===== config.mk =====
export PLATFORM = sky130hd
export DESIGN_NAME = bresenham_line_stepper_unit
export DESIGN_NICKNAME = d
export VERILOG_FILES = /design/src/hdl/bls_pkg.sv /design/src/hdl/bls_load_calc.sv /design/src/hdl/bls_stepper.sv /design/src/hdl/bresenham_line_stepper_unit.sv
export SDC_FILE = /design/constraint.sdc
export NUM_CORES = 1
export LEC_CHECK = 0
export BUFFER_PORTS_ARGS = -buffer_cell sky130_fd_sc_hd__buf_2
export CAP_MARGIN = 20
export CORE_MARGIN = 1
export CORE_UTILIZATION = 45
export CTS_BUF_LIST = sky130_fd_sc_hd__clkbuf_2
export CTS_CLUSTER_DIAMETER = 200
export DETAILED_ROUTE_END_ITERATION = 6
export RECOVER_POWER = 100
export SLEW_MARGIN = 30
export SYNTH_ARGS = -nofsm -noshare
export SYNTH_HDL_FRONTEND = slang
export SYNTH_SLANG_ARGS = --single-unit

===== constraint.sdc =====
create_clock -name clk -period 9.28 [get_ports clk]
set_input_delay 0.928 -clock clk [delete_from_list [all_inputs] [get_ports clk]]
set_output_delay 0.928 -clock clk [all_outputs]
set_load 0.1 [all_outputs]

===== src/hdl/bls_pkg.sv =====
// Shared types and constants for the Bresenham line stepper.
// Used by bls_load_calc, bls_stepper and bresenham_line_stepper_unit.
`timescale 1ns / 1ps

package bls_pkg;

  // Command codes carried in the input beat.
  localparam logic CMD_LOAD = 1'b0;
  localparam logic CMD_STEP = 1'b1;

  // Per-axis step codes; these are the two's complement values -1, 0 and +1.
  localparam logic [1:0] SIGN_ZERO = 2'b00;
  localparam logic [1:0] SIGN_POS  = 2'b01;
  localparam logic [1:0] SIGN_NEG  = 2'b11;

  // Direction of a line, worked out once at load time.
  typedef struct packed {
    logic [1:0] step_x_sign;
    logic [1:0] step_y_sign;
    logic       axes_swapped;
  } line_dir_t;

endpackage


===== src/hdl/bls_load_calc.sv =====
// Line setup logic: step signs, major/minor deltas and initial decision term.
// Depends on bls_pkg.
`timescale 1ns / 1ps

module bls_load_calc
  import bls_pkg::*;
#(
  parameter int COORD_BITS = 12
) (
  input  logic [COORD_BITS-1:0]        x_start,
  input  logic [COORD_BITS-1:0]        y_start,
  input  logic [COORD_BITS-1:0]        x_end,
  input  logic [COORD_BITS-1:0]        y_end,
  output line_dir_t                    dir,
  output logic [COORD_BITS-1:0]        major_delta,
  output logic [COORD_BITS-1:0]        minor_delta,
  output logic signed [COORD_BITS+2:0] decision_init
);

  logic signed [COORD_BITS:0]   dx;
  logic signed [COORD_BITS:0]   dy;
  logic [COORD_BITS-1:0]        adx;
  logic [COORD_BITS-1:0]        ady;
  logic                         swapped;

  assign dx = $signed({1'b0, x_end}) - $signed({1'b0, x_start});
  assign dy = $signed({1'b0, y_end}) - $signed({1'b0, y_start});

  assign adx = dx[COORD_BITS] ? COORD_BITS'(-dx) : dx[COORD_BITS-1:0];
  assign ady = dy[COORD_BITS] ? COORD_BITS'(-dy) : dy[COORD_BITS-1:0];

  // Ties keep x as the major axis.
  assign swapped = (ady > adx);

  always_comb begin
    if (dx[COORD_BITS]) begin
      dir.step_x_sign = SIGN_NEG;
    end else if (dx == '0) begin
      dir.step_x_sign = SIGN_ZERO;
    end else begin
      dir.step_x_sign = SIGN_POS;
    end
    if (dy[COORD_BITS]) begin
      dir.step_y_sign = SIGN_NEG;
    end else if (dy == '0) begin
      dir.step_y_sign = SIGN_ZERO;
    end else begin
      dir.step_y_sign = SIGN_POS;
    end
    dir.axes_swapped = swapped;
  end

  assign major_delta = swapped ? ady : adx;
  assign minor_delta = swapped ? adx : ady;

  assign decision_init = $signed({2'b00, minor_delta, 1'b0})
                       - $signed({3'b000, major_delta});

endmodule


===== src/hdl/bls_stepper.sv =====
// Line state registers and the per-pixel Bresenham update.
// Depends on bls_pkg; setup values come from bls_load_calc.
`timescale 1ns / 1ps

module bls_stepper
  import bls_pkg::*;
#(
  parameter int COORD_BITS = 12
) (
  input  logic                         clk,
  input  logic                         rst_n,
  input  logic                         proc,
  input  logic                         is_load,
  input  logic [COORD_BITS-1:0]        x_start,
  input  logic [COORD_BITS-1:0]        y_start,
  input  line_dir_t                    load_dir,
  input  logic [COORD_BITS-1:0]        load_major,
  input  logic [COORD_BITS-1:0]        load_minor,
  input  logic signed [COORD_BITS+2:0] load_decision,
  output logic                         line_active,
  output logic [COORD_BITS-1:0]        pix_x,
  output logic [COORD_BITS-1:0]        pix_y,
  output logic                         pix_last
);

  logic [COORD_BITS-1:0]        cur_x_r, cur_x_nxt;
  logic [COORD_BITS-1:0]        cur_y_r, cur_y_nxt;
  logic signed [COORD_BITS+2:0] decision_r, decision_nxt;
  logic [COORD_BITS-1:0]        major_r, major_nxt;
  logic [COORD_BITS-1:0]        minor_r, minor_nxt;
  logic [COORD_BITS:0]          remaining_r, remaining_nxt;
  line_dir_t                    dir_r, dir_nxt;
  logic                         active_r, active_nxt;

  logic [COORD_BITS-1:0]        x_inc;
  logic [COORD_BITS-1:0]        y_inc;
  logic [COORD_BITS-1:0]        x_moved;
  logic [COORD_BITS-1:0]        y_moved;
  logic signed [COORD_BITS+2:0] major_x2;
  logic signed [COORD_BITS+2:0] minor_x2;
  logic                         minor_move;

  assign line_active = active_r;
  assign pix_x       = cur_x_r;
  assign pix_y       = cur_y_r;
  assign pix_last    = (remaining_r == (COORD_BITS+1)'(1));

  // Sign codes are two's complement, so sign extension gives the increment.
  assign x_inc   = {{(COORD_BITS-2){dir_r.step_x_sign[1]}}, dir_r.step_x_sign};
  assign y_inc   = {{(COORD_BITS-2){dir_r.step_y_sign[1]}}, dir_r.step_y_sign};
  assign x_moved = cur_x_r + x_inc;
  assign y_moved = cur_y_r + y_inc;

  assign major_x2   = $signed({2'b00, major_r, 1'b0});
  assign minor_x2   = $signed({2'b00, minor_r, 1'b0});
  assign minor_move = !decision_r[COORD_BITS+2];

  always_comb begin
    cur_x_nxt     = cur_x_r;
    cur_y_nxt     = cur_y_r;
    decision_nxt  = decision_r;
    major_nxt     = major_r;
    minor_nxt     = minor_r;
    remaining_nxt = remaining_r;
    dir_nxt       = dir_r;
    active_nxt    = active_r;
    if (proc) begin
      if (is_load) begin
        cur_x_nxt     = x_start;
        cur_y_nxt     = y_start;
        decision_nxt  = load_decision;
        major_nxt     = load_major;
        minor_nxt     = load_minor;
        remaining_nxt = {1'b0, load_major} + (COORD_BITS+1)'(1);
        dir_nxt       = load_dir;
        active_nxt    = 1'b1;
      end else if (active_r) begin
        if (remaining_r <= (COORD_BITS+1)'(1)) begin
          // The end point has just gone out; the line is finished.
          remaining_nxt = '0;
          active_nxt    = 1'b0;
        end else begin
          if (dir_r.axes_swapped) begin
            cur_y_nxt = y_moved;
            if (minor_move) begin
              cur_x_nxt = x_moved;
            end
          end else begin
            cur_x_nxt = x_moved;
            if (minor_move) begin
              cur_y_nxt = y_moved;
            end
          end
          decision_nxt  = minor_move ? (decision_r - major_x2 + minor_x2)
                                     : (decision_r + minor_x2);
          remaining_nxt = remaining_r - (COORD_BITS+1)'(1);
        end
      end
    end
  end

  always_ff @(posedge clk) begin
    if (!rst_n) begin
      cur_x_r     <= '0;
      cur_y_r     <= '0;
      decision_r  <= '0;
      major_r     <= '0;
      minor_r     <= '0;
      remaining_r <= '0;
      dir_r       <= '0;
      active_r    <= 1'b0;
    end else begin
      cur_x_r     <= cur_x_nxt;
      cur_y_r     <= cur_y_nxt;
      decision_r  <= decision_nxt;
      major_r     <= major_nxt;
      minor_r     <= minor_nxt;
      remaining_r <= remaining_nxt;
      dir_r       <= dir_nxt;
      active_r    <= active_nxt;
    end
  end

endmodule


===== src/hdl/bresenham_line_stepper_unit.sv =====
// Bresenham line stepper top level: input beat register, line setup, stepper
// state and the result register. Depends on bls_pkg, bls_load_calc, bls_stepper.
//
// Usage: an input beat with in_cmd = load carries both endpoints and sets up
// a new line; it produces no result. Each following beat with in_cmd = step
// produces one pixel on the out_ channel, and the end point carries
// out_last = 1. A line covers max(|dx|,|dy|)+1 points and needs one step beat
// for each; step beats with no line in progress produce nothing. A load in
// the middle of a line drops the old line.
// An accepted beat sits in the input register until it is worked; a step beat
// then loads its pixel into the result register, from which out_ presents it.
// Throughput: one beat per clock while the result register can take a pixel,
// with the stepper's decision and coordinate registers updated for each beat.
// Reset (rst_n low, synchronous) empties both registers and leaves no line
// in progress. While out_stall is high the pending pixel holds; a step beat
// behind it waits and raises in_stall, while a load beat or a step beat with
// no line in progress still passes.
`timescale 1ns / 1ps

module bresenham_line_stepper_unit
  import bls_pkg::*;
#(
  parameter int COORD_BITS = 12
) (
  input  logic                  clk,
  input  logic                  rst_n,
  input  logic                  in_valid,
  output logic                  in_stall,
  input  logic                  in_cmd,
  input  logic [COORD_BITS-1:0] in_x_start,
  input  logic [COORD_BITS-1:0] in_y_start,
  input  logic [COORD_BITS-1:0] in_x_end,
  input  logic [COORD_BITS-1:0] in_y_end,
  output logic                  out_valid,
  input  logic                  out_stall,
  output logic [COORD_BITS-1:0] out_pixel_x,
  output logic [COORD_BITS-1:0] out_pixel_y,
  output logic                  out_last
);

  logic                         in_valid_r;
  logic                         cmd_r;
  logic [COORD_BITS-1:0]        x_start_r;
  logic [COORD_BITS-1:0]        y_start_r;
  logic [COORD_BITS-1:0]        x_end_r;
  logic [COORD_BITS-1:0]        y_end_r;

  logic                         out_valid_r, out_valid_nxt;
  logic [COORD_BITS-1:0]        pixel_x_r;
  logic [COORD_BITS-1:0]        pixel_y_r;
  logic                         last_r;

  line_dir_t                    load_dir;
  logic [COORD_BITS-1:0]        load_major;
  logic [COORD_BITS-1:0]        load_minor;
  logic signed [COORD_BITS+2:0] load_decision;

  logic                         line_active;
  logic [COORD_BITS-1:0]        pix_x;
  logic [COORD_BITS-1:0]        pix_y;
  logic                         pix_last;

  logic                         is_load;
  logic                         emits;
  logic                         out_free;
  logic                         proc;
  logic                         in_take;

  assign is_load  = (cmd_r == CMD_LOAD);
  assign emits    = (cmd_r == CMD_STEP) && line_active;
  assign out_free = !out_valid_r || !out_stall;
  // Only a beat that produces a pixel needs room in the result register.
  assign proc     = in_valid_r && (!emits || out_free);
  assign in_stall = in_valid_r && !proc;
  assign in_take  = in_valid && !in_stall;

  always_ff @(posedge clk) begin
    if (!rst_n) begin
      in_valid_r <= 1'b0;
    end else if (!in_stall) begin
      in_valid_r <= in_valid;
    end
  end

  always_ff @(posedge clk) begin
    if (in_take) begin
      cmd_r     <= in_cmd;
      x_start_r <= in_x_start;
      y_start_r <= in_y_start;
      x_end_r   <= in_x_end;
      y_end_r   <= in_y_end;
    end
  end

  bls_load_calc #(
    .COORD_BITS(COORD_BITS)
  ) u_load_calc (
    .x_start      (x_start_r),
    .y_start      (y_start_r),
    .x_end        (x_end_r),
    .y_end        (y_end_r),
    .dir          (load_dir),
    .major_delta  (load_major),
    .minor_delta  (load_minor),
    .decision_init(load_decision)
  );

  bls_stepper #(
    .COORD_BITS(COORD_BITS)
  ) u_stepper (
    .clk          (clk),
    .rst_n        (rst_n),
    .proc         (proc),
    .is_load      (is_load),
    .x_start      (x_start_r),
    .y_start      (y_start_r),
    .load_dir     (load_dir),
    .load_major   (load_major),
    .load_minor   (load_minor),
    .load_decision(load_decision),
    .line_active  (line_active),
    .pix_x        (pix_x),
    .pix_y        (pix_y),
    .pix_last     (pix_last)
  );

  always_comb begin
    out_valid_nxt = out_valid_r;
    if (out_free) begin
      out_valid_nxt = proc && emits;
    end
  end

  always_ff @(posedge clk) begin
    if (!rst_n) begin
      out_valid_r <= 1'b0;
    end else begin
      out_valid_r <= out_valid_nxt;
    end
  end

  always_ff @(posedge clk) begin
    if (proc && emits) begin
      pixel_x_r <= pix_x;
      pixel_y_r <= pix_y;
      last_r    <= pix_last;
    end
  end

  assign out_valid   = out_valid_r;
  assign out_pixel_x = pixel_x_r;
  assign out_pixel_y = pixel_y_r;
  assign out_last    = last_r;

endmodule

==> results of run 1 <==
## cells by family (layout without fill, tap and decap cells)
group	count (synthesis)	in the layout	synth area share (%)
xor+xnor	92	92	7.25
mux	26	26	2.42
simple gates	366	366	15.0
fa+ha+maj	115	115	14.0
flops	157	157	34.6
compound gates	360	360	20.5
buf+inv	184	256	6.25
other cells	0	2	0
## Yosys cell counts, drive strengths merged (22+ instances only)
master / n / share of area (%)
nand3: 22 / 0.98
a21oi: 120 / 5.4
edfxtp: 74 / 20
o211ai: 31 / 2.1
inv: 133 / 4.4
xnor2: 59 / 4.7
dfxtp: 83 / 15
xor2: 33 / 2.6
nand2: 126 / 4.3
nor2: 125 / 4.2
o21ai: 73 / 3.3
clkbuf: 38 / 1.3
ha: 91 / 10
## report_power, final
group          total [mW]  internal, mW  switching [mW]
Combinational        1.72         0.679            1.04
Sequential          0.822         0.782          0.0406
Clock               0.415         0.135           0.280
Total                2.96          1.60            1.36
## metal layers
layer	global-route usage, %	share of wire [%]	vias up
met5	0	0	-
met4	5.41	1.8	0
met3	3.40	3.5	34
met2	36.3	47	172
met1	28.0	48	4307
li1	-	-	4718
## registers in the layout, indices dropped and copies added, names as in the netlist
register               cells
u_stepper.major_r         12
u_stepper.remaining_r     13
y_start_r                 12
out_pixel_x               12
out_valid                  1
out_last                   1
x_end_r                   12
u_stepper.line_active      1
u_stepper.dir_r            5
u_stepper.pix_y           12
u_stepper.pix_x           12
u_stepper.decision_r      14
cmd_r                      1
x_start_r                 12
y_end_r                   12
out_pixel_y               12
in_valid_r                 1
u_stepper.minor_r         12
## layout make-up
type	instances	area, um2	area share, %
antenna	2	5.00	0.0414
clock buffer	17	85.1	0.703
multi-input combinational	959	6630	54.8
inverter	134	503	4.16
timing repair buffer	90	413	3.41
clock inverter	15	174	1.44
sequential	157	3880	32.1
tap	324	405	3.35
## stage by stage
| step | utilization (%) | cell area [um2] | setup WS [ns] |
|---|---|---|---|
| after detailed placement | 49.0 | 12000 | 1.43 |
| after CTS | 50.1 | 12200 | 1.40 |
| after floorplan | - | 11200 | 1.52 |
| after global placement | 48.9 | 11900 | 1.59 |
| final | 49.6 | 12100 | 0.984 |
| after global routing | 49.6 | 12100 | 0.449 |
## final timing paths
| path | startpoint | to | cells past startpoint |
|---|---|---|---|
| hold reg to reg | u_stepper.pix_x[11] | out_pixel_x[11] | 0 |
| setup / recovery | x_start_r[0] | u_stepper.decision_r[8] | 28 |
| setup reg to reg | x_start_r[0] | u_stepper.decision_r[8] | 28 |
| hold / removal | in_y_end[6] | y_end_r[6] | 1 |
==> qor.txt, run 1 <==
Result of the run: finished with violations
Violated checks: capacitance limit, slew limit
Time the worst path needs with I/O delays and setup: 8.30 ns
Number of iterations in the first detailed-routing pass: 5
Layout Skew: 0.0527 ns
Clk sinks: 157
Row cnt: 57
TritonCTS clock tree: yes
Data required time of the critical path: 9.96 ns
Setup-violating endpoint count in the final report: 0
Hold Fails Final Rpt: 0
Global-route wire length before repair: 44.0 mm
Total power after layout: 2.96 mW
Area inside the core boundary: 24,400 um2
Fin nets: 1,522
DIE HEIGHT: 160 um
Yosys warns: 0
Per-cell routed wire length: 15.8 um
Number of buffers inserted during clock tree synthesis: 17
Clock insertion delay at the later pin of the skew report: 0.75 ns
Async set or reset register ratio after synthesis: 0%
Max transition margin: -83.1%
Max-slew violation total from the final report: 272
Worst Path Buf+Inv: 0
Yosys reg bits: 157
Number of cells upsized or downsized after cts: 0
Number of global-route vias before repair: 8,812
Full die area: 25,600 um2
Post-route ant nets: 0
Classification of the worst-slack hold path: primary input to register
Clk slew on worst S/H paths: 0.28 ns
Overall routed net length: 26.9 mm
Clk root buf: sky130_fd_sc_hd__clkbuf_2
Number of standard cells in the final layout excluding fillers: 1,698
Number of antenna violations at the first check in global routing: 2
Startpoint kind of the worst setup timing path: register
Boundary pin count: 80
Most common library cell in the layout ignoring fill and taps: sky130_fd_sc_hd__inv_1
Setup repair after global routing missed its margin: false
Worst ir drop on vdd: 0.000116 V
Leading cell types in the layout, fill and taps excluded: 131 x sky130_fd_sc_hd__inv_1, 125 x sky130_fd_sc_hd__nand2_1, 125 x sky130_fd_sc_hd__nor2_1
Average instance area after synthesis: 8.63 um2
I/O Buffers: 79
Fraction of the cycle the final worst path needs: 89.4%
HPWL reported at the end of detailed placement: 20.0 mm
Worst hold margin: 0.327 ns
Transition time of the tightest slew-check pin: 2.75 ns
Quantity of hold-fixing buffers added after cts: 0
Most common cell on crit path: sky130_fd_sc_hd__a21oi_1
DRC errors left: 0
Vias after detailed routing: 9,231
Crit-path max FO: 51
Max frequency: 121 MHz
Standby leakage power: 5.02 nW
Reg2reg setup slack: 0.98 ns
Critical path's top delay family: adder cells
Netlist area before placement: 11,200 um2
Average via count per standard cell: 5.44
Dominant register cell in the synthesized netlist: sky130_fd_sc_hd__dfxtp_1
Initial Util: 46.0%
Synthesis-to-layout area growth: 7.78%
Number of DRC markers in iteration 0: 475
Critical path data arrival time: 8.97 ns
CP max-delay cell: sky130_fd_sc_hd__xnor2_1
RD Place Congestion: 0.874
Worst stage delay on the critical path: 0.69 ns
Global-route usage over all layers: 21.3%
Number of enable flip-flop cells after synthesis: 74
Pin count of the biggest net entering global routing: 52
Critical setup path kind: register to register
Overflow left after global routing: 0
Max Buffers Root-to-Sink: 2
Synthesized Nets: 1,463
Post-CTS Setup Bufs: 0
Crit path capture type: register
Number of max-cap violations: 8
Sequential cell area fraction in the yosys report: 34.6%
Distinct cell type count after synthesis: 84
Setup tns final: 0 ns
Fraction of final layout cells with drive strength greater than 1: 7.22%
Dpl cells: 1,664
Power per Cell Area: 244 nW/um2
Filler Cells Inserted: 2,430
H-tree depth: 4
Chip width: 160 um
Post-synthesis cell count: 1,300
No activity file was read; power rests on OpenSTA's default activity.
==> run 2, diff against run 1 <==
PLACE_DENSITY = 0.7   (was default)
==> qor.txt, run 2 (synthesis results as in run 1) <==
DRC errors left: 0 (unchanged)
Hold Fails Final Rpt: 0 (unchanged)
Max frequency: 122 MHz (+1.2%)
Standby leakage power: 5.01 nW (-0.10%)
Worst ir drop on vdd: 0.000130 V (+12%)
Area inside the core boundary: 24,400 um2 (unchanged)
Number of buffers inserted during clock tree synthesis: 17 (unchanged)
Time the worst path needs with I/O delays and setup: 8.20 ns (-0.0951 ns)
Fin nets: 1,523 (+0.066%)
Placement Setup Slack: 1.43 ns (-0.00145 ns)
Max transition margin: -93.7% (-11 points)
Overall routed net length: 26.8 mm (-0.16%)
Number of DRC markers in iteration 0: 659 (+39%)
Result of the run: finished with violations
Clk slew on worst S/H paths: 0.28 ns (about the same)
Worst stage delay on the critical path: 0.56 ns (-0.13 ns)
Largest Register: u_stepper.decision_r
Largest register FFs: 14 (unchanged)
Average via count per standard cell: 5.51 (+1.3%)
Fraction of the cycle the final worst path needs: 88.4% (-1.0 points)
HPWL reported at the end of detailed placement: 19.7 mm (-1.7%)
Vias after detailed routing: 9,348 (+1.3%)
Min setup slack post-route: 1.08 ns (+0.0951 ns)
Dpl cells: 1,665 (+0.060%)
Worst reg2reg path depth: 30 (+7.1%)
Worst hold margin: 0.305 ns (-0.0217 ns)
TritonCTS clock tree: yes
Fraction of final layout cells with drive strength greater than 1: 7.57% (+0.36 points)
Share of the core filled with cells in the final layout: 49.6% (about the same)
Most common library cell in the layout ignoring fill and taps: sky130_fd_sc_hd__inv_1
Number of antenna violations at the first check in global routing: 1 (-1)
Power per Cell Area: 244 nW/um2 (about the same)
Clk root buf: sky130_fd_sc_hd__clkbuf_2
Pin count of the biggest net entering global routing: 78 (+50%)
Full die area: 25,600 um2 (unchanged)
DIE HEIGHT: 160 um (unchanged)
Setup repair after global routing missed its margin: false
Crit path capture type: register
Number of iterations in the first detailed-routing pass: 5 (unchanged)
Data required time of the critical path: 9.97 ns (about the same)
Classification of the worst-slack hold path: primary input to register
Setup-violating endpoint count in the final report: 0 (unchanged)
Initial Util: 46.0% (unchanged)
Clock insertion delay at the later pin of the skew report: 0.77 ns (+0.02 ns)
Worst-case hold path end point: y_start_r[3]
I/O Buffers: 79 (unchanged)
Post-CTS Setup Bufs: 0 (unchanged)
Layout Skew: 0.0367 ns (-0.0160 ns)
H-tree depth: 4 (unchanged)
Beginning of the worst hold path: in_y_start[3]
Quantity of hold-fixing buffers added after cts: 0 (unchanged)
Registers with the most flip-flops: u_stepper.decision_r x14, u_stepper.remaining_r x13
RD Place Congestion: 0.884 (+1.2%)
Global-route usage over all layers: 21.6% (+0.29 points)
Leading cell types in the layout, fill and taps excluded: 131 x sky130_fd_sc_hd__inv_1, 125 x sky130_fd_sc_hd__nand2_1, 124 x sky130_fd_sc_hd__nor2_1
Per-cell routed wire length: 15.8 um (-0.16%)
Violated checks: capacitance limit, slew limit
Critical R2R Launch: y_start_r[0]
Critical setup path kind: register to register
Max Buffers Root-to-Sink: 2 (unchanged)
Number of global-route vias before repair: 9,104 (+3.3%)
Synthesis-to-layout area growth: 7.69% (about the same)
Overflow left after global routing: 0 (unchanged)
Boundary pin count: 80 (unchanged)
Setup tns final: 0 ns (unchanged)
Startpoint kind of the worst setup timing path: register
Row cnt: 57 (unchanged)
Max-slew violation total from the final report: 271 (-0.37%)
Number of cells upsized or downsized after cts: 0 (unchanged)
Number of max-cap violations: 8 (unchanged)
Chip width: 160 um (unchanged)
Endpoint of the worst register-to-register path: u_stepper.decision_r[12]
Transition time of the tightest slew-check pin: 2.91 ns (+0.160 ns)
Number of standard cells in the final layout excluding fillers: 1,698 (unchanged)
Hold path depth: 1 (unchanged)
CP max-delay cell: sky130_fd_sc_hd__mux2_1
Critical path data arrival time: 8.89 ns (-0.08 ns)
Clk sinks: 157 (unchanged)
Crit-path max FO: 51 (unchanged)
Reg2reg setup slack: 1.08 ns (+0.10 ns)
Post-route ant nets: 0 (unchanged)
Global-route wire length before repair: 44.7 mm (+1.5%)
[run 2: cell types whose count changed in the layout (fill, tap and decap cells not counted), sizes merged]
cell | before | now
bufinv | 2 | 1
diode | 2 | 1
buf | 52 | 54
clkinvlp | 0 | 2
clkbuf | 55 | 54
clkinv | 6 | 4
inv | 141 | 142
[run 2: how the worst max path moves through the flow]
| stage | from | endpoint | cells after the start | slack (ns) |
|---|---|---|---|---|
| final | y_start_r[0] | u_stepper.decision_r[12] | 30 | 1.08 |
| after global routing | y_start_r[0] | u_stepper.decision_r[12] | 30 | 0.38 |
| after CTS | y_start_r[0] | u_stepper.decision_r[8] | 30 | 1.37 |
| after detailed placement | y_start_r[0] | u_stepper.decision_r[8] | 30 | 1.43 |
| after global placement | y_start_r[0] | u_stepper.decision_r[8] | 30 | 1.61 |
| after floorplan | y_start_r[0] | u_stepper.decision_r[8] | 35 | 1.52 |
[run 2: cell type report]
cell class	count	area, um2
clock buffer	17	85.1
timing repair buffer	91	424
sequential	157	3880
inverter	134	503
tap	324	405
multi-input combinational	959	6630
antenna	1	2.50
clock inverter	15	154
fill	2387	12300
[run 2: worst max-delay path, delay by kind of cell, from the launching register on]
| family | cells | cell delay, ns |
|---|---|---|
| buffers and inverters | 1 | 0.22 |
| AND/OR/NAND/NOR | 6 | 0.89 |
| flip-flops | 1 | 0.46 |
| adder cells (fa/ha/maj) | 8 | 2.88 |
| AO/OA/AOI/OAI | 12 | 2.26 |
| XOR/XNOR | 1 | 0.52 |
| multiplexers | 2 | 0.91 |
[run 2: where the power goes]
group          total [mW]  switching [mW]  internal [mW]
Clock               0.398           0.289          0.109
Combinational        1.73            1.05          0.685
Sequential          0.822          0.0399          0.782
[run 2: routing by layer]
layer | vias to the layer above | share of wire [%] | GRT usage (%)
met5 | - | 0 | 0
met4 | 0 | 1.9 | 6.36
met3 | 38 | 4.4 | 3.82
met2 | 231 | 47 | 36.4
met1 | 4361 | 47 | 28.1
li1 | 4718 | - | -
[run 2: through the flow]
step,cell area (um2),total power [mW]
floorplan,11200,2.18
global placement,11900,2.53
detailed placement,12000,2.56
CTS,12200,2.97
global route,12100,3.21
finish,12100,2.95
==> run 3, diff against run 2 <==
CAP_MARGIN = default   (was 20)
MAX_ROUTING_LAYER = met4   (was default)
==> qor.txt, run 3 (synthesis results as in run 1) <==
Number of DRC markers in iteration 0: 636 (-3.5%)
Most common cell on crit path: sky130_fd_sc_hd__a21oi_1
Clock insertion delay at the later pin of the skew report: 0.78 ns (about the same)
Sum of met3 wire segment lengths after detailed routing: 1.12 mm (-4.7%)
Clk root buf: sky130_fd_sc_hd__clkbuf_2
Share of the core filled with cells in the final layout: 49.6% (+0.092 points)
Classification of the worst-slack hold path: primary input to register
Average via count per standard cell: 5.55 (+0.73%)
Largest register FFs: 14 (unchanged)
Switching Fraction: 46.1% (-0.56 points)
Post-route ant nets: 0 (unchanged)
Synthesis-to-layout area growth: 7.89%
Worst stage delay on the critical path: 0.49 ns (-0.07 ns)
Sequential Power Share: 27.6% (-0.2 points)
Length of routed met2 wiring: 12.4 mm (-1.1%)
Max transition margin: -87.6% (+6.2 points)
Number of global-route vias before repair: 8,991 (-1.2%)
Power Internal: 1.60 mW (+1.7%)
Critical setup path kind: register to register
Result of the run: finished with violations
Clk slew on worst S/H paths: 0.28 ns (about the same)
Highest metal used: met4
Clk sinks: 157 (unchanged)
Critical path's top delay family: adder cells
TritonCTS clock tree: yes
Hold Fails Final Rpt: 0 (unchanged)
Worst Path Buf+Inv: 2 (+1)
CP max-delay cell: sky130_fd_sc_hd__xnor2_1
Critical path data arrival time: 8.97 ns (+0.08 ns)
Min setup slack post-route: 1.00 ns (-0.0739 ns)
HPWL reported at the end of detailed placement: 19.4 mm (-1.5%)
Vias after detailed routing: 9,416 (+0.73%)
Largest Register: u_stepper.decision_r
Number of max-cap violations: 8 (unchanged)
Most common library cell in the layout ignoring fill and taps: sky130_fd_sc_hd__inv_1
Registers with the most flip-flops: u_stepper.decision_r x14, u_stepper.remaining_r x13
RD Place Congestion: 0.892 (+0.91%)
Max-slew violation total from the final report: 271 (unchanged)
Worst hold margin: 0.288 ns (-0.0169 ns)
Standby leakage power: 5.02 nW (+0.11%)
Overflow left after global routing: 0 (unchanged)
Number of iterations in the first detailed-routing pass: 5 (unchanged)
Crit-path max FO: 51 (unchanged)
Full die area: 25,600 um2 (unchanged)
Overall routed net length: 26.8 mm (-0.16%)
Setup repair after global routing missed its margin: false
Global-route usage over all layers: 21.7% (+0.13 points)
DRC errors left: 0 (unchanged)
Pin count of the biggest net entering global routing: 78 (unchanged)
Detailed-route wire length on metal 1: 12.7 mm (+0.92%)
Setup-violating endpoint count in the final report: 0 (unchanged)
Dpl cells: 1,665 (unchanged)
Chip width: 160 um (unchanged)
Leading cell types in the layout, fill and taps excluded: 131 x sky130_fd_sc_hd__inv_1, 125 x sky130_fd_sc_hd__nand2_1, 124 x sky130_fd_sc_hd__nor2_1
H-tree depth: 4 (unchanged)
Fin nets: 1,523 (unchanged)
Power per Cell Area: 246 nW/um2 (+0.48%)
DIE HEIGHT: 160 um (unchanged)
Fraction of final layout cells with drive strength greater than 1: 7.72% (+0.15 points)
Worst ir drop on vdd: 0.000153 V (+18%)
Area inside the core boundary: 24,400 um2 (unchanged)
Crit path capture type: register
Layout Skew: 0.0467 ns (+0.0100 ns)
Violated checks: capacitance limit, slew limit
Boundary pin count: 80 (unchanged)
Post-CTS Setup Bufs: 0 (unchanged)
Fraction of the cycle the final worst path needs: 89.2% (+0.80 points)
Quantity of hold-fixing buffers added after cts: 0 (unchanged)
I/O Buffers: 79 (unchanged)
Number of antenna violations at the first check in global routing: 1 (unchanged)
Time the worst path needs with I/O delays and setup: 8.28 ns (+0.0739 ns)
Setup tns final: 0 ns (unchanged)
Max Buffers Root-to-Sink: 2 (unchanged)
Per-cell routed wire length: 15.8 um (-0.16%)
Data required time of the critical path: 9.98 ns (about the same)
Initial Util: 46.0% (unchanged)
Switching power total: 1.37 mW (-0.54%)
Number of buffers inserted during clock tree synthesis: 17 (unchanged)
Number of cells upsized or downsized after cts: 0 (unchanged)
Max frequency: 121 MHz (-0.89%)
Startpoint kind of the worst setup timing path: register
Row cnt: 57 (unchanged)
Number of standard cells in the final layout excluding fillers: 1,698 (unchanged)
Global-route wire length before repair: 43.6 mm (-2.5%)
Placement Setup Slack: 1.46 ns (+0.0271 ns)
Combinational power share: 58.3% (-0.4 points)
Proportion of power drawn by the clock network: 14.1% (+0.6 points)
Transition time of the tightest slew-check pin: 2.81 ns (-0.0926 ns)
[run 3: layout make-up]
class	instances	area, um2
well taps	324	405
multi-input cells	959	6640
inverters	134	504
clock inverters	15	173
clock buffers	17	85.1
fillers	2390	12300
diodes	1	2.50
repair buffers	91	417
flip-flops and latches	157	3880
[run 3: final timing paths]
| check | start | end | slack (ns) | cells after the start |
|---|---|---|---|---|
| max reg2reg | y_start_r[0] | u_stepper.decision_r[8] | 1.00 | 31 |
| min reg2reg | u_stepper.pix_y[2] | out_pixel_y[2] | 0.48 | 0 |
| min | in_x_start[7] | x_start_r[7] | 0.29 | 1 |
| max | y_start_r[0] | u_stepper.decision_r[8] | 1.00 | 31 |
[run 3: power groups by stage]
stage                     clock network [mW]  logic (mW)  registers [mW]
after floorplan                            0        1.36           0.826
after global placement                     0        1.69           0.834
after detailed placement                   0        1.72           0.835
after CTS                              0.429        1.73           0.820
after global routing                   0.453        1.93           0.828
final                                  0.420        1.73           0.821
[run 3: routing by layer]
metal	track usage, %	vias to the layer above
met2	35.5	207
met3	2.94	46
li1	-	4717
met1	27.8	4446
met5	-	-
met4	6.67	0
[run 3: stage by stage]
stage	power (mW)	instance area [um2]
after detailed placement	2.55	12000
final	2.97	12100
after floorplan	2.18	11200
after global placement	2.52	11900
after global routing	3.21	12100
after CTS	2.98	12200
